===== config.mk =====
export PLATFORM = sky130hd
export DESIGN_NAME = fsa_core
export DESIGN_NICKNAME = d
export VERILOG_FILES = /design/src/rtl/fsa_pkg.sv /design/src/rtl/fsa_divider.sv /design/src/rtl/fsa_core.sv
export SDC_FILE = /design/constraint.sdc
export NUM_CORES = 2
export LEC_CHECK = 0
export ABC_AREA = 0
export BUFFER_PORTS_ARGS = -buffer_cell sky130_fd_sc_hd__buf_2
export CAP_MARGIN = 20
export CORE_ASPECT_RATIO = 0.7
export CORE_MARGIN = 5
export CORE_UTILIZATION = 48
export DETAILED_ROUTE_END_ITERATION = 12
export GPL_TIMING_DRIVEN = 0
export RECOVER_POWER = 100
export SYNTH_ARGS = -nofsm -noshare
export SYNTH_HDL_FRONTEND = slang
export SYNTH_SLANG_ARGS = --single-unit

===== constraint.sdc =====
create_clock -name clk -period 25.4 [get_ports clk]
set_input_delay 3.81 -clock clk [delete_from_list [all_inputs] [get_ports clk]]
set_output_delay 3.81 -clock clk [all_outputs]
set_load 0.01 [all_outputs]

===== src/rtl/fsa_pkg.sv =====
// fraction sum accumulator: shared types and constants
// no dependencies

package fsa_pkg;

  typedef enum logic [1:0] {
    FAULT_NONE = 2'd0,
    FAULT_ZERO = 2'd1,
    FAULT_OVF  = 2'd2
  } fault_t;

  typedef struct packed {
    logic signed [31:0] num;
    logic signed [31:0] den;
    logic               last;
  } item_t;

  typedef enum logic [3:0] {
    ST_IDLE,
    ST_MUL1,
    ST_MUL2,
    ST_MUL3,
    ST_SUM,
    ST_GCD,
    ST_DIVN,
    ST_DIVD,
    ST_DIVW,
    ST_DONE,
    ST_EMIT
  } state_t;

endpackage


===== src/rtl/fsa_divider.sv =====
// fraction sum accumulator: shared radix-2 signed divider, truncating
// no dependencies; one quotient bit per cycle, 64-bit operands

module fsa_divider (
  input  logic               clk,
  input  logic               rst,
  input  logic               start,
  input  logic signed [63:0] dividend,
  input  logic signed [63:0] divisor,
  output logic               busy,
  output logic signed [63:0] quotient,
  output logic signed [63:0] remainder
);

  logic [63:0] rem;
  logic [63:0] quo;
  logic [63:0] dvs;
  logic [6:0]  cnt;
  logic        neg_q;
  logic        neg_r;
  logic [64:0] trial;
  logic [63:0] rem_sh;

  assign rem_sh = {rem[62:0], quo[63]};
  assign trial  = {1'b0, rem_sh} - {1'b0, dvs};
  assign quotient  = neg_q ? -$signed(quo) : $signed(quo);
  assign remainder = neg_r ? -$signed(rem) : $signed(rem);

  always_ff @(posedge clk) begin
    if (rst) begin
      busy <= 1'b0;
      cnt  <= 7'd0;
    end else if (start) begin
      busy  <= 1'b1;
      cnt   <= 7'd64;
      rem   <= 64'd0;
      quo   <= dividend[63] ? 64'(-dividend) : 64'(dividend);
      dvs   <= divisor[63] ? 64'(-divisor) : 64'(divisor);
      neg_q <= dividend[63] ^ divisor[63];
      neg_r <= dividend[63];
    end else if (busy) begin
      if (!trial[64]) begin
        rem <= trial[63:0];
        quo <= {quo[62:0], 1'b1};
      end else begin
        rem <= rem_sh;
        quo <= {quo[62:0], 1'b0};
      end
      cnt <= cnt - 7'd1;
      if (cnt == 7'd1) busy <= 1'b0;
    end
  end

endmodule


===== src/rtl/fsa_core.sv =====
// fraction sum accumulator: back end, run state, cross products, euclid gcd
// uses fsa_pkg and fsa_divider

module fsa_core #(
  parameter int WORD_BITS = 32
) (
  input  logic           clk,
  input  logic           rst,
  input  logic           item_valid,
  output logic           item_ready,
  input  fsa_pkg::item_t item,
  output logic           res_valid,
  input  logic           res_ready,
  output logic [31:0]    res_num,
  output logic [31:0]    res_den,
  output logic [1:0]     res_fault
);

  localparam int EB = (WORD_BITS > 32) ? 32 : ((WORD_BITS < 2) ? 2 : WORD_BITS);
  localparam logic signed [63:0] HI = 64'sd1 <<< (EB - 1);

  fsa_pkg::state_t state;
  fsa_pkg::state_t state_next;

  logic signed [63:0] acc_num;
  logic signed [63:0] acc_den;
  logic               in_run;
  logic [1:0]         fault_hold;
  logic signed [63:0] n_r;
  logic signed [63:0] d_r;
  logic               last_r;
  logic signed [63:0] p1;
  logic signed [63:0] sd;
  logic signed [63:0] sn;
  logic signed [63:0] ga;
  logic signed [63:0] gb;
  logic               gcd_wait;
  logic signed [63:0] qn;
  logic signed [31:0] mul_a;
  logic signed [31:0] mul_b;
  logic signed [63:0] mul_p;

  logic               div_start;
  logic signed [63:0] div_a;
  logic signed [63:0] div_b;
  logic               div_busy;
  logic signed [63:0] div_q;
  logic signed [63:0] div_r;

  logic signed [63:0] n_in;
  logic signed [63:0] d_in;

  function automatic logic oor(input logic signed [63:0] v);
    oor = (v >= HI) || (v < -HI);
  endfunction

  assign n_in = 64'(item.num);
  assign d_in = 64'(item.den);
  assign mul_p = 64'(mul_a) * 64'(mul_b);

  fsa_divider u_div (
    .clk       (clk),
    .rst       (rst),
    .start     (div_start),
    .dividend  (div_a),
    .divisor   (div_b),
    .busy      (div_busy),
    .quotient  (div_q),
    .remainder (div_r)
  );

  always_comb begin
    state_next = state;
    unique case (state)
      fsa_pkg::ST_IDLE: if (item_valid) begin
        if (!in_run || fault_hold != fsa_pkg::FAULT_NONE) state_next = fsa_pkg::ST_DONE;
        else if (acc_den == d_in) state_next = fsa_pkg::ST_SUM;
        else if (acc_den == 64'sd0 || d_in == 64'sd0) state_next = fsa_pkg::ST_DONE;
        else state_next = fsa_pkg::ST_MUL1;
      end
      fsa_pkg::ST_MUL1: state_next = fsa_pkg::ST_MUL2;
      fsa_pkg::ST_MUL2: state_next = fsa_pkg::ST_MUL3;
      fsa_pkg::ST_MUL3: state_next = fsa_pkg::ST_SUM;
      fsa_pkg::ST_SUM: begin
        if (fault_hold != fsa_pkg::FAULT_NONE || oor(sn)) state_next = fsa_pkg::ST_DONE;
        else state_next = fsa_pkg::ST_GCD;
      end
      fsa_pkg::ST_GCD: if (!div_busy && !gcd_wait) begin
        if (gb == 64'sd0) state_next = (ga == 64'sd0) ? fsa_pkg::ST_DONE : fsa_pkg::ST_DIVN;
      end
      fsa_pkg::ST_DIVN: state_next = fsa_pkg::ST_DIVD;
      fsa_pkg::ST_DIVD: if (!div_busy) state_next = fsa_pkg::ST_DIVW;
      fsa_pkg::ST_DIVW: if (!div_busy) state_next = fsa_pkg::ST_DONE;
      fsa_pkg::ST_DONE: state_next = last_r ? fsa_pkg::ST_EMIT : fsa_pkg::ST_IDLE;
      fsa_pkg::ST_EMIT: if (res_ready) state_next = fsa_pkg::ST_IDLE;
      default: state_next = fsa_pkg::ST_IDLE;
    endcase
  end

  always_comb begin
    item_ready = (state == fsa_pkg::ST_IDLE);
    res_valid  = (state == fsa_pkg::ST_EMIT);
    res_fault  = fault_hold;
    res_num    = (fault_hold != fsa_pkg::FAULT_NONE) ? 32'd0 : acc_num[31:0];
    res_den    = (fault_hold != fsa_pkg::FAULT_NONE) ? 32'd0 : acc_den[31:0];
    div_start  = 1'b0;
    div_a      = ga;
    div_b      = gb;
    mul_a      = acc_den[31:0];
    mul_b      = d_r[31:0];
    unique case (state)
      fsa_pkg::ST_MUL2: begin mul_a = d_r[31:0]; mul_b = acc_num[31:0]; end
      fsa_pkg::ST_MUL3: begin mul_a = acc_den[31:0]; mul_b = n_r[31:0]; end
      fsa_pkg::ST_GCD:  div_start = !div_busy && !gcd_wait && (gb != 64'sd0);
      fsa_pkg::ST_DIVN: begin div_start = 1'b1; div_a = sn; div_b = ga; end
      fsa_pkg::ST_DIVD: begin div_start = !div_busy; div_a = sd; div_b = ga; end
      default: ;
    endcase
  end

  always_ff @(posedge clk) begin
    if (rst) begin
      state      <= fsa_pkg::ST_IDLE;
      acc_num    <= 64'sd0;
      acc_den    <= 64'sd0;
      in_run     <= 1'b0;
      fault_hold <= fsa_pkg::FAULT_NONE;
      gcd_wait   <= 1'b0;
    end else begin
      state <= state_next;
      unique case (state)
        fsa_pkg::ST_IDLE: if (item_valid) begin
          n_r    <= n_in;
          d_r    <= d_in;
          last_r <= item.last;
          sn     <= acc_num + n_in;
          sd     <= acc_den;
          if (!in_run) begin
            in_run <= 1'b1;
            if (oor(n_in) || oor(d_in)) begin
              acc_num    <= 64'sd0;
              acc_den    <= 64'sd0;
              fault_hold <= fsa_pkg::FAULT_OVF;
            end else begin
              acc_num    <= n_in;
              acc_den    <= d_in;
              fault_hold <= fsa_pkg::FAULT_NONE;
            end
          end else if (fault_hold == fsa_pkg::FAULT_NONE && acc_den != d_in &&
                       (acc_den == 64'sd0 || d_in == 64'sd0)) begin
            fault_hold <= fsa_pkg::FAULT_ZERO;
          end
        end
        fsa_pkg::ST_MUL1: begin
          sd <= mul_p;
          if (oor(mul_p)) fault_hold <= fsa_pkg::FAULT_OVF;
        end
        fsa_pkg::ST_MUL2: begin
          p1 <= mul_p;
          if (oor(mul_p)) fault_hold <= fsa_pkg::FAULT_OVF;
        end
        fsa_pkg::ST_MUL3: begin
          sn <= p1 + mul_p;
          if (oor(mul_p)) fault_hold <= fsa_pkg::FAULT_OVF;
        end
        fsa_pkg::ST_SUM: begin
          if (oor(sn)) fault_hold <= fsa_pkg::FAULT_OVF;
          ga <= sn;
          gb <= sd;
        end
        fsa_pkg::ST_GCD: if (!div_busy) begin
          if (gcd_wait) begin
            ga       <= gb;
            gb       <= div_r;
            gcd_wait <= 1'b0;
          end else if (gb == 64'sd0) begin
            if (ga == 64'sd0) fault_hold <= fsa_pkg::FAULT_ZERO;
          end else begin
            gcd_wait <= 1'b1;
          end
        end
        fsa_pkg::ST_DIVD: if (!div_busy) qn <= div_q;
        fsa_pkg::ST_DIVW: if (!div_busy) begin
          if (oor(qn) || oor(div_q)) begin
            fault_hold <= fsa_pkg::FAULT_OVF;
          end else begin
            acc_num <= qn;
            acc_den <= div_q;
          end
        end
        fsa_pkg::ST_DONE: if (last_r) in_run <= 1'b0;
        default: ;
      endcase
    end
  end

endmodule

==> out/metrics.csv <==
metric;value;unit
dpl.hpwl;350000;um
grt_max_degree;36;
worst_pin_slew;2500;ps
worstPathRequired;25860;ps
maxCapViolations;28;
vias;79900;
critical_path_arrival;23400;ps
layout_min_cycle_time;22940;ps
synth_top_area_share;25.0;%
worstHoldPathType;reg -> reg;
regArea;0.0222;mm2
hp-start;acc_num[49];
cts_buffers;81;
cp-start-kind;flop;
synthFlopType;edfxtp_1;
gr-total-overflow;0;
finalSetupViolations;0;
fmax;43.6;MHz
fp.dieW;519;um
ctsResizeCount;0;
layout.nets;11400;
path_buf_inv;18;
dp_slack;5490;ps
io_pins;137;
cp_top_family;buffers and inverters;
drcViolationCount;0;
cts_buffer_depth;3;
multi_input_area;0.0589;mm2
syn_to_final_growth;9.73;%
met3_usage;23.8;%
failed_checks;capacitance limit, slew limit;
wirelength;414000;um
root_buffer;clkbuf_16;
finalInstanceArea;0.0954;mm2
maxSlewViolCount;582;
rrSetupSlack;2460;ps
fin_ws;2460;ps
cts_tree;done;
status;finished, violations left;
drive_gt1_share;4.82;%
timing.final.crit_share;90.3;%
die_height;366;um
clock-sinks;787;
synth_cell_type_count;90;
reg2reg_depth;51;
synth-edff-count;643;
tns;0;ps
start_util;48.4;%
cp_max_fo;10;
synthTopCellsByArea;fa_1, edfxtp_1, nand2_1, ha_1, inv_1;
fp-row-count;130;
holdPathEnd;acc_num[49];
first_global_vias;74600;
wl_per_cell;33.4;um
dieArea;0.190;mm2
r2r_end;sn[62];
slew_headroom;-67.0;%
yosysTopAreaCell;fa_1;
port_buffers;136;
antenna_found_initial;79;
grt_usage;42.6;%
grt_util_met1;63.5;%
fillers;16700;
r2r-start;state[0];
clkTransAtPathRegs;70;ps
finClkSkew;68.7;ps
critPathCaptureType;flop;
ys_top_cells_by_count;nand2_1, inv_1, fa_1, nor2_1, edfxtp_1;
hold_violations;0;
hold_depth;1;
ys_seq_area_share;25.5;%
synth.most_common_cell;nand2_1;
cpMostUsedCell;clkbuf_1;
postPlaceCellArea;0.0928;mm2
synth_seq_cells;787;
grt_util_met2;51.7;%
ant_nets;0;
drtIter0Drc;12300;
syn_area;0.0869;mm2
cts-htree-levels;3;
avgSynthCellArea;9.15;um2
async_flop_share;0;%
drt_pass1_iterations;6;
syn_nets;11000;
synth_cells;9501;
grt_pass1_wl;574000;um
top_usage_layer;met1;
max_stage_delay;970;ps
postCtsHoldBufs;0;
yosysWarnings;0;
vias_per_cell;6.44;
place_congestion;1.08;
worst_hold_slack;471;ps
rsz0062_at_grt;no;
post-cts-setup-buffer-count;0;
critPathKind;reg -> reg;
clkLatencyLatePin;740;ps
core_area;0.180;mm2
crit_slowest_cell;clkbuf_1;
per-stage QoR:
stage,std cells,utilization [%]
floorplan,9501,-
global placement,12000,50.4
detailed placement,12200,51.6
CTS,12300,53.2
global route,12400,53.0
finish,12400,53.1
kinds of logic (layout without fill, tap and decap cells):
kind of cell	count (synthesis)	count (layout)	share of synthesized area (%)
AOI/OAI and AO/OA	1626	1626	12.1
xor gates and xnor gates	501	501	5.05
adders and majority gates	1464	1464	30.4
buffers and inverters	1595	2055	6.97
DFF	787	787	25.5
muxes	264	264	3.10
other	0	66	0
and+or+nand+nor	3264	3264	16.8
area by class of cell:
cell class	count	share of cell area, %
multi-input combinational	7119	61.7
tap	2376	3.12
buffer	468	1.86
clock inverter	53	0.731
clock buffer	96	2.27
timing repair buffer	311	2.43
antenna	66	0.173
sequential	787	23.3
inverter	1127	4.44
worst max path at each step:
stage | start | endpoint | slack (ps) | depth (start not counted)
after floorplan | rst | ga[0] | 11030 | 3
after global placement | state[0] | sn[62] | 3070 | 45
after detailed placement | state[0] | sn[62] | 5490 | 52
after CTS | state[0] | sn[62] | 5430 | 52
after global routing | state[0] | sn[62] | 2820 | 51
final | state[0] | sn[62] | 2460 | 51
metal layers:
metal | vias to the layer above | share of wire, %
met2 | 6208 | 36
met1 | 40200 | 42
met3 | 729 | 19
met4 | 26 | 3.0
li1 | 32700 | -
met5 | - | 0.39
layout by cell type, fill, tap and decap left out, types with 68 or more instances in the layout:
master / Yosys / layout
o21ai_0: 407 / 406
and2_1: 133 / 84
o21a_1: 82 / 82
nor3_1: 133 / 132
nand4_1: 97 / 97
nand2_1: 1370 / 1370
mux2i_1: 219 / 202
o31ai_1: 67 / 68
inv_1: 1127 / 1127
xor2_1: 224 / 224
edfxtp_1: 643 / 643
xnor2_1: 277 / 277
nor4_1: 117 / 114
nand3_1: 98 / 98
ha_1: 379 / 379
a21o_1: 145 / 145
clkbuf_1: 390 / 590
nor2_1: 958 / 957
clkbuf_16: 0 / 83
dfxtp_1: 144 / 144
fa_1: 1085 / 1085
a21oi_1: 420 / 415
flip-flops by register name (all words and copies together), names as in the netlist, 2 cells and up:
name / flops
acc_den: 64
acc_num: 64
d_r: 32
ga: 64
gb: 64
n_r: 32
p1: 64
qn: 64
res_fault: 2
sd: 64
sn: 64
state: 4
u_div.cnt: 7
u_div.dvs: 64
u_div.quo: 64
u_div.rem: 64
Power is left out: the tool's default activity adds up to more than one toggle a clock period on the data nets, which glitch-free logic cannot reach.
