`src/rtl/fsa_pkg.sv`:
```
// fraction sum accumulator: shared types and constants
// no dependencies

package fsa_pkg;

  typedef enum logic [1:0] {
    FAULT_NONE = 2'd0,
    FAULT_ZERO = 2'd1,
    FAULT_OVF  = 2'd2
  } fault_t;

  typedef struct packed {
    logic signed [31:0] num;
    logic signed [31:0] den;
    logic               last;
  } item_t;

  typedef enum logic [3:0] {
    ST_IDLE,
    ST_MUL1,
    ST_MUL2,
    ST_MUL3,
    ST_SUM,
    ST_GCD,
    ST_DIVN,
    ST_DIVD,
    ST_DIVW,
    ST_DONE,
    ST_EMIT
  } state_t;

endpackage

```
`src/rtl/fsa_queue.sv`:
```
// fraction sum accumulator: two-entry item queue between front and back
// uses fsa_pkg

module fsa_queue (
  input  logic          clk,
  input  logic          rst,
  input  logic          in_valid,
  output logic          in_ready,
  input  fsa_pkg::item_t in_item,
  output logic          out_valid,
  input  logic          out_ready,
  output fsa_pkg::item_t out_item
);

  fsa_pkg::item_t mem [2];
  logic       wr_ptr;
  logic       rd_ptr;
  logic [1:0] count;
  logic       do_wr;
  logic       do_rd;

  assign in_ready  = (count != 2'd2);
  assign out_valid = (count != 2'd0);
  assign out_item  = mem[rd_ptr];
  assign do_wr     = in_valid && in_ready;
  assign do_rd     = out_valid && out_ready;

  always_ff @(posedge clk) begin
    if (do_wr) begin
      mem[wr_ptr] <= in_item;
    end
  end

  always_ff @(posedge clk) begin
    if (rst) begin
      wr_ptr <= 1'b0;
      rd_ptr <= 1'b0;
      count  <= 2'd0;
    end else begin
      if (do_wr) wr_ptr <= ~wr_ptr;
      if (do_rd) rd_ptr <= ~rd_ptr;
      count <= count + {1'b0, do_wr} - {1'b0, do_rd};
    end
  end

endmodule

```
`config.mk`:
```
export PLATFORM = sky130hd
export DESIGN_NAME = fsa_queue
export DESIGN_NICKNAME = d
export VERILOG_FILES = /design/src/rtl/fsa_pkg.sv /design/src/rtl/fsa_queue.sv
export SDC_FILE = /design/constraint.sdc
export NUM_CORES = 1
export LEC_CHECK = 0
export BUFFER_PORTS_ARGS = -buffer_cell sky130_fd_sc_hd__buf_2
export CAP_MARGIN = 25
export CORE_UTILIZATION = 50
export CTS_CLUSTER_DIAMETER = 100
export DETAILED_ROUTE_END_ITERATION = 10
export PLACE_DENSITY = 0.87
export SYNTH_ARGS = -nofsm -noshare
export SYNTH_HDL_FRONTEND = slang
export SYNTH_SLANG_ARGS = --single-unit
```
`constraint.sdc`:
```
create_clock -name clk -period 4.55 [get_ports clk]
set_input_delay 0.6825 -clock clk [delete_from_list [all_inputs] [get_ports clk]]
set_output_delay 0.6825 -clock clk [all_outputs]
set_load 0.02 [all_outputs]
```
==> flow_summary_export.csv, run 1 <==
group,metric,value,unit
run_status,status,"finished clean",
route,met2WireLength,4.34,mm
placed_design,io_buffers,135,
route,avgRoutedWirePerCell,15.6,um
route,dr.pass1.iters,4,
timing,max-slew-margin-rel,0.551,
floorplanning,std_cell_rows,36,
yosys,synth_edf_count,130,
global_routing,first_global_vias,2549,
yosys,synth-seq-cells,135,
clock_tree,cts_resized,0,
setup_path,worst_setup_path_start_kind,"register",
yosys,async_flop_share,0,
job,maxCapViolCount,0,
power_and_ir_drop,powerDensity,602,nW/um^2
placed_design,gp_congestion,0.690,
clock_tree,clk_pin_slew_worst_paths,0.06,ns
yosys,post-synth-top-area-fraction,0.762,
clock_tree,cts_root_buf,"clkbuf_8",
global_routing,grt_pass1_wl,11.8,mm
route,viasPerCell,4.86,
yosys,yosys-top-cells-count,"130 x edfxtp_1, 50 x mux2_4, 16 x mux2_2",
setup_path,rr_worst_depth,3,
clock_tree,clk_latency,0.51,ns
route,routed.top_layer,"met4",
floorplanning,die_w,103,um
floorplanning,fp.dieArea,10700,um^2
clock_tree,htreeDepth,4,
setup_path,worstPathArrival,2.08,ns
setup_path,rrSetupSlack,2.47,ns
route,wl_met3,455,um
setup_path,slowest_delay,0.72,ns
yosys,synth_area,5130,um^2
timing,tightest_slew,0.674,ns
clock_tree,cts_buffer_depth,2,
route,ant_nets,0,
power_and_ir_drop,p_seq_frac,0.422,
cells_and_area,antenna-diode-count,0,
route,vias,2541,
power_and_ir_drop,swShare,0.274,
clock_tree,clock-sinks,135,
timing,maxSlewViolCount,0,
route,drc,0,
setup_path,crit_required,3.87,ns
cells_and_area,stdcell_count,523,
yosys,syn_nets,297,
cells_and_area,area_growth,27.3,%
route,routed_wl,8.17,mm
clock_tree,post_cts_buffers,0,
setup_path,endpoint_kind,"output pin",
setup_path,worstSetupEndpoint,"out_item[64]",
clock_tree,cts.hold.buffers_added,0,
yosys,synthCells,226,
placed_design,dp_cells,490,
global_routing,grt_use_total,0.159,
yosys,synth_cell_types,17,
setup_path,cpMaxStageDelayCell,"dfxtp_4",
route,initialDrtViolationCount,86,
setup_path,path_buf_inv,2,
setup_path,path_cells,"buf_12, mux2_2, buf_2",
power_and_ir_drop,combPwrFrac,0.248,
clock_tree,cts_inserted_buffers,17,
timing,post-route-period-util,0.608,
global_routing,grt_overflow,0,
power_and_ir_drop,total_leakage_power,2.57,nW
timing,rsz0062_at_grt,"no",
timing,setup_violations,0,
setup_path,path_depth,3,
route,drt-met1-wl,3.29,mm
yosys,yosys.area.top_type,"edfxtp_1",
setup_path,critPathTopFamily,"flip-flops",
global_routing,antenna_found_initial,0,
yosys,yosys-top-cells-area,"edfxtp_1 76%, mux2_4 15%, mux2_2 3.5%, dfxtp_1 2.0%, buf_6 1.3%",
cells_and_area,fin_nets,448,
hold_path,hold_path_class,"in2reg",
timing,min_period,2.77,ns
floorplanning,start_util,0.520,
power_and_ir_drop,vdd_drop_max,362,uV
setup_path,worstSetupPathType,"reg2out",
timing,fin_worst_skew,0.00886,ns
power_and_ir_drop,intPower,2.85,mW
yosys,yosys_warnings,0,
yosys,yosys_most_used_dff,"edfxtp_1",
global_routing,grt_max_degree,66,
yosys,synth.avg_cell_area,22.7,um^2
cells_and_area,drive_gt1_frac,0.613,
power_and_ir_drop,clkPwrFrac,0.330,
floorplanning,fp.coreArea,9860,um^2
timing,tns,0,ns
power_and_ir_drop,switching_power,1.08,mW
floorplanning,die_h,103,um
yosys,seq_area_frac_synth,0.781,
setup_path,cp_max_fo,35,
setup_path,r2r-end,"mem[1][16]$_DFFE_PP_",
timing,clock.fmax,361,MHz
timing,finalHoldViolations,0,
setup_path,r2r_start,"count[0]$_SDFF_PP0_",
yosys,yosysMostFrequentCell,"edfxtp_1",
placed_design,dpl.hpwl,5.38,mm
clock_tree,cts_tree,"done",
floorplanning,ios,136,
==> state kept, by name, indices dropped and copies added, names as in the netlist, named ones only <==
name and flops:
mem 130, count 2, rd_ptr 1, wr_ptr 1
==> worst min path at each step <==
stage | endpoint | from | slack [ns] | depth (start not counted)
finish | mem[1][5]$_DFFE_PP_ | in_item[5] | 0.36 | 1
global route | mem[0][4]$_DFFE_PP_ | in_item[4] | 0.33 | 1
CTS | mem[0][4]$_DFFE_PP_ | in_item[4] | 0.33 | 1
detailed placement | register | rd_ptr$_SDFFE_PP0P_ | 0.51 | 2
global placement | register | rd_ptr$_SDFFE_PP0P_ | 0.50 | 2
floorplan | register | rd_ptr$_SDFFE_PP0P_ | 0.48 | 2
==> cell usage in the layout, fill, tap and decap left out, types with 3 or more instances in the layout <==
cell / netlist / final
buf_2: 1 / 135
buf_4: 0 / 3
clkbuf_1: 0 / 3
clkbuf_16: 0 / 16
clkbuf_8: 0 / 5
clkinv_2: 0 / 4
dfxtp_1: 5 / 4
edfxtp_1: 130 / 130
mux2_2: 16 / 16
mux2_4: 50 / 50
nor2_1: 5 / 4
==> metrics by stage <==
stage          area (um^2)  hold WS, ns   util  total power, mW  setup slack [ns]
3_3_place_gp          5930        0.496  0.601             2.64              2.20
5_1_grt               6530        0.325  0.662             4.09              1.67
3_5_place_dp          5930        0.509  0.601             2.67              2.16
4_1_cts               6510        0.329  0.660             3.97              1.61
2_1_floorplan         5130        0.481      -             2.41             0.577
6_report              6530        0.357  0.662             3.93              1.78
==> cells by family (layout without fill, tap and decap cells) <==
logic type,after synthesis,count (layout),share of synthesized area
muxes,66,66,0.182
AOI/OAI and AO/OA,1,1,0.00147
DFF,135,135,0.781
xor gates and xnor gates,3,3,0.00513
buffers and inverters,8,172,0.0149
and+or+nand+nor,11,11,0.0110
adders and majority gates,2,2,0.00488
==> layout make-up <==
| type | count | area [um^2] |
|---|---|---|
| clock buffers | 24 | 480 |
| clock inverters | 8 | 95.1 |
| fillers | 671 | 3340 |
| inverters | 1 | 3.75 |
| multi-input cells | 83 | 1050 |
| flip-flops and latches | 135 | 4010 |
| well taps | 133 | 166 |
| repair buffers | 139 | 718 |
==> power groups by stage <==
stage	Sequential [mW]	Clock, mW	Combinational [mW]
finish	1.66	1.30	0.973
global route	1.68	1.37	1.04
CTS	1.71	1.32	0.940
detailed placement	1.73	0	0.939
global placement	1.72	0	0.917
floorplan	1.63	0	0.775
==> metal layers <==
layer,vias up,global-route usage
met1,1240,0.161
met2,99,0.283
met5,-,0
met3,10,0.0632
met4,0,0.0845
li1,1192,-
==> worst reg2reg max path: stages (launching register included) <==
cell and delay [ns]:
dfxtp_1 0.36, nand2b_2 0.15, and3_2 0.63, buf_4 0.56
No activity file was read; power rests on OpenSTA's default activity.
==> run 2, diff against run 1 <==
- ABC_AREA: not set -> 1
- clock period: 4.55 -> 2.6 ns (I/O delays scaled with it)
==> flow_summary_export.csv, run 2 <==
group,metric,value,unit
cells_and_area,ff_latch_area,4010,um^2
cells_and_area,final_common_cell,"buf_2",
power_and_ir_drop,total_leakage_power,2.62,nW
route,viasPerCell,4.86,
power_and_ir_drop,powerDensity,1060,nW/um^2
yosys,synth.avg_cell_area,21.5,um^2
global_routing,first_global_vias,2626,
route,routed_wl,8.48,mm
cells_and_area,nFillCells,694,
placed_design,io_buffers,135,
yosys,syn_nets,310,
route,vias,2615,
cells_and_area,utilization,0.665,
yosys,async_flop_share,0,
yosys,synth_area,5140,um^2
global_routing,grt_max_degree,34,
yosys,seq_area_frac_synth,0.779,
route,ant_nets,0,
timing,tns,0,ns
yosys,post-synth-top-area-fraction,0.759,
floorplanning,ios,136,
floorplanning,fp.coreArea,9860,um^2
route,initialDrtViolationCount,80,
setup_path,path_buf_inv,2,
floorplanning,fp.dieArea,10700,um^2
cells_and_area,drive_gt1_frac,0.580,
power_and_ir_drop,vdd_drop_max,653,uV
global_routing,antenna_found_initial,0,
route,dr.pass1.iters,4,
power_and_ir_drop,power.total,6.95,mW
cells_and_area,final_cell_mix,"135 x buf_2, 130 x edfxtp_1, 50 x mux2_4, 16 x clkbuf_16, 15 x mux2_2",
cells_and_area,largest_reg_flops,130,
timing,maxSlewViolCount,0,
route,drc,0,
timing,tightest_slew,0.454,ns
clock_tree,cts_tree,"done",
clock_tree,clock-sinks,135,
global_routing,grt_pass1_wl,12.5,mm
setup_path,slowest_delay,0.50,ns
setup_path,crit_required,2.21,ns
yosys,synth_edf_count,130,
clock_tree,htreeDepth,4,
timing,clock.fmax,428,MHz
yosys,yosys-top-cells-count,"130 x edfxtp_1, 50 x mux2_4, 15 x mux2_2",
route,avgRoutedWirePerCell,15.8,um
yosys,synth-seq-cells,135,
yosys,synth_cell_types,12,
clock_tree,post_cts_buffers,0,
yosys,yosys.area.top_type,"edfxtp_1",
clock_tree,cts.hold.buffers_added,0,
timing,setup_violations,0,
setup_path,worst_setup_path_start_kind,"register",
yosys,yosys_most_used_dff,"edfxtp_1",
yosys,yosys_warnings,0,
floorplanning,die_w,103,um
run_status,status,"finished clean",
cells_and_area,antenna-diode-count,0,
timing,fin_worst_skew,0.00617,ns
clock_tree,cts_inserted_buffers,17,
floorplanning,die_h,103,um
timing,min_period,2.34,ns
placed_design,dpl.hpwl,5.75,mm
yosys,yosysMostFrequentCell,"edfxtp_1",
cells_and_area,regMostFlops,"mem",
setup_path,cpMaxStageDelayCell,"dfxtp_4",
setup_path,path_cells,"buf_4, mux2_2, buf_2",
timing,post-route-period-util,0.898,
clock_tree,cts_root_buf,"clkbuf_8",
setup_path,worstSetupPathType,"reg2out",
timing,finalHoldViolations,0,
yosys,yosys-top-cells-area,"edfxtp_1 76%, mux2_4 15%, mux2_2 3.3%, dfxtp_1 1.9%, buf_6 1.3%",
cells_and_area,multi_input_area,1040,um^2
clock_tree,cts_resized,0,
setup_path,cp_max_fo,21,
clock_tree,clk_pin_slew_worst_paths,0.06,ns
clock_tree,clk_latency,0.50,ns
setup_path,worstPathArrival,1.95,ns
job,maxCapViolCount,0,
hold_path,hold_path_class,"in2reg",
clock_tree,cts_buffer_depth,2,
global_routing,grt_overflow,0,
timing,max-slew-margin-rel,0.698,
yosys,synthCells,239,
setup_path,critPathTopFamily,"buffers and inverters",
floorplanning,start_util,0.521,
cells_and_area,top_regs,"mem (130), count (2)",
cells_and_area,area_growth,27.7,%
timing,rsz0062_at_grt,"no",
global_routing,grt_use_total,0.167,
setup_path,endpoint_kind,"output pin",
floorplanning,std_cell_rows,36,
cells_and_area,fin_nets,463,
placed_design,gp_congestion,0.700,
-- run 2: kinds of logic after synthesis --
logic type      share of synthesized area
compound gates                    0.00195
fa+ha+maj                         0.00487
buf+inv                            0.0200
flops                               0.779
mux                                 0.179
simple gates                       0.0153
-- run 2: worst register-to-register path, stage by stage (launching register included) --
cell	delay [ns]
dfxtp_1	0.35
inv_1	0.07
nand2_1	0.12
nand2_1	0.12
ha_1	0.30
inv_1	0.04
ha_1	0.19
nand2_1	0.11
nand3_1	0.12
nand2_1	0.09
nor2_1	0.04
-- run 2: area by class of cell --
class | instances | share of cell area
Multi-Input combinational cell | 89 | 0.159
Sequential cell | 135 | 0.611
Timing Repair Buffer | 141 | 0.112
Clock buffer | 21 | 0.0654
Inverter | 8 | 0.00458
Tap cell | 133 | 0.0254
Clock inverter | 11 | 0.0236
-- run 2: path summary, 6_finish.rpt --
kind | from | end | slack (ns) | depth (start not counted)
setup / recovery | register | out_item[12] | 0.26 | 3
hold / removal | rst | count[0]$_SDFF_PP0_ | 0.05 | 2
hold reg to reg | rd_ptr$_SDFFE_PP0P_ | register | 0.52 | 2
setup reg to reg | count[0]$_SDFF_PP0_ | count[1]$_SDFF_PP0_ | 0.95 | 10
-- run 2: layer usage --
layer | wire, um | track usage | part of all wire
met4 | 148 | 0.0910 | 0.017
met1 | 3470 | 0.190 | 0.41
met2 | 4380 | 0.277 | 0.52
met5 | 0 | 0 | 0
met3 | 473 | 0.0571 | 0.056
-- run 2: power by group --
part / switching (mW) / internal, mW
Sequential: 0.118 / 2.76
Combinational: 0.982 / 0.764
Clock: 0.790 / 1.54
Total: 1.89 / 5.06
-- run 2: through the flow --
step / setup WS [ns] / instances / hold WS (ns) / cell area (um^2)
floorplan: 0.180 / 239 / 0.461 / 5150
CTS: 0.221 / 538 / 0.0247 / 6560
global placement: 0.810 / 506 / 0.491 / 5980
finish: 0.264 / 538 / 0.0500 / 6560
global route: 0.163 / 538 / 0.0300 / 6560
detailed placement: 0.780 / 506 / 0.494 / 5980
==> run 3, diff against run 2 <==
- clock period: 2.6 -> 2.5 ns (I/O delays scaled with it)
==> flow_summary_export.csv, run 3 (synthesis results as in run 2) <==
group,metric,value,unit
run_status,status,"finished clean",
clock_tree,cts_tree,"done",
route,drc,0,
power_and_ir_drop,powerDensity,1090,nW/um^2
hold_path,hold_path_class,"in2reg",
setup_path,cp_max_fo,27,
setup_path,worstSetupPathType,"reg2out",
cells_and_area,nFillCells,673,
floorplanning,fp.coreArea,9860,um^2
setup_path,crit_required,2.12,ns
timing,setup_violations,0,
timing,finalHoldViolations,0,
floorplanning,start_util,0.521,
setup_path,endpoint_kind,"output pin",
cells_and_area,final_common_cell,"buf_2",
global_routing,grt_max_degree,34,
cells_and_area,largest_reg_flops,130,
clock_tree,cts_buffer_depth,2,
clock_tree,cts_inserted_buffers,17,
global_routing,grt_overflow,0,
route,dr.pass1.iters,6,
timing,max-slew-margin-rel,0.697,
clock_tree,clock-sinks,135,
timing,post-route-period-util,0.903,
clock_tree,clk_latency,0.51,ns
floorplanning,std_cell_rows,36,
timing,rsz0062_at_grt,"no",
global_routing,grt_pass1_wl,12.6,mm
cells_and_area,area_growth,27.3,%
placed_design,io_buffers,135,
power_and_ir_drop,total_leakage_power,2.61,nW
timing,fin_worst_skew,0.00608,ns
cells_and_area,fin_nets,463,
clock_tree,htreeDepth,4,
global_routing,grt_use_total,0.167,
route,avgRoutedWirePerCell,16.0,um
setup_path,worstPathArrival,1.88,ns
cells_and_area,drive_gt1_frac,0.588,
floorplanning,die_h,103,um
timing,clock.fmax,443,MHz
clock_tree,cts.hold.buffers_added,0,
cells_and_area,regMostFlops,"mem",
floorplanning,fp.dieArea,10700,um^2
cells_and_area,final_cell_mix,"135 x buf_2, 130 x edfxtp_1, 50 x mux2_4, 16 x clkbuf_16, 15 x mux2_2",
route,viasPerCell,4.92,
clock_tree,post_cts_buffers,0,
power_and_ir_drop,power.total,7.11,mW
global_routing,first_global_vias,2643,
placed_design,gp_congestion,0.725,
placed_design,dpl.hpwl,5.82,mm
timing,tns,0,ns
clock_tree,cts_root_buf,"clkbuf_8",
job,maxCapViolCount,0,
placed_design,place_ws,0.763,ns
setup_path,worst_setup_path_start_kind,"register",
floorplanning,die_w,103,um
route,ant_nets,0,
route,initialDrtViolationCount,88,
floorplanning,ios,136,
timing,worst_slack,0.243,ns
cells_and_area,antenna-diode-count,0,
timing,min_period,2.26,ns
global_routing,antenna_found_initial,0,
timing,tightest_slew,0.455,ns
clock_tree,cts_resized,0,
cells_and_area,top_regs,"mem (130), count (2)",
route,routed_wl,8.63,mm
clock_tree,clk_pin_slew_worst_paths,0.06,ns
route,vias,2645,
timing,maxSlewViolCount,0,
power_and_ir_drop,vdd_drop_max,635,uV
-- run 3: changes by cell type in the layout (fill, tap and decap cells not counted) --
| cell | previous run | this run |
|---|---|---|
| buf_4 | 5 | 4 |
| clkinvlp_4 | 1 | 2 |
| clkbuf_1 | 4 | 1 |
| bufinv_16 | 4 | 2 |
| inv_6 | 0 | 1 |
| clkinv_2 | 4 | 5 |
| buf_12 | 1 | 2 |
| clkinv_4 | 0 | 2 |
-- run 3: layout make-up --
| type | count | area (um^2) | area share |
|---|---|---|---|
| clock buffers | 18 | 418 | 0.0639 |
| clock inverters | 14 | 134 | 0.0205 |
| inverters | 8 | 30.0 | 0.00459 |
| multi-input cells | 89 | 1040 | 0.159 |
| flip-flops and latches | 135 | 4010 | 0.613 |
| well taps | 133 | 166 | 0.0254 |
| repair buffers | 141 | 746 | 0.114 |
-- run 3: final timing paths --
path | from | end | slack, ns | cells after the start
max | register | out_item[64] | 0.24 | 3
max reg2reg | count[0]$_SDFF_PP0_ | count[1]$_SDFF_PP0_ | 0.86 | 10
min reg2reg | rd_ptr$_SDFFE_PP0P_ | rd_ptr$_SDFFE_PP0P_ | 0.52 | 2
min | rst | count[0]$_SDFF_PP0_ | 0.03 | 2
-- run 3: per-stage QoR --
stage	instance area, um^2	hold slack [ns]	util	instances
finish	6540	0.0313	0.663	538
floorplan	5150	0.446	-	239
CTS	6540	0.00573	0.663	538
global route	6540	0.0170	0.663	538
detailed placement	5990	0.498	0.607	506
global placement	5990	0.487	0.607	506
-- run 3: power breakdown --
group	switching, mW	internal, mW
sequential	0.138	2.87
combinational	1.01	0.807
clock	0.881	1.40
-- run 3: worst max-delay path: stages, from the launching register on --
cell and delay, ns:
dfxtp_4 0.58, buf_12 0.27, mux2_2 0.36, buf_2 0.16
-- run 3: routing by layer --
layer,up-vias,track usage,wire length [um]
met5,-,0,0
met4,0,0.0975,180
met3,17,0.0511,558
met2,104,0.277,4440
met1,1284,0.194,3450
li1,1240,-,-
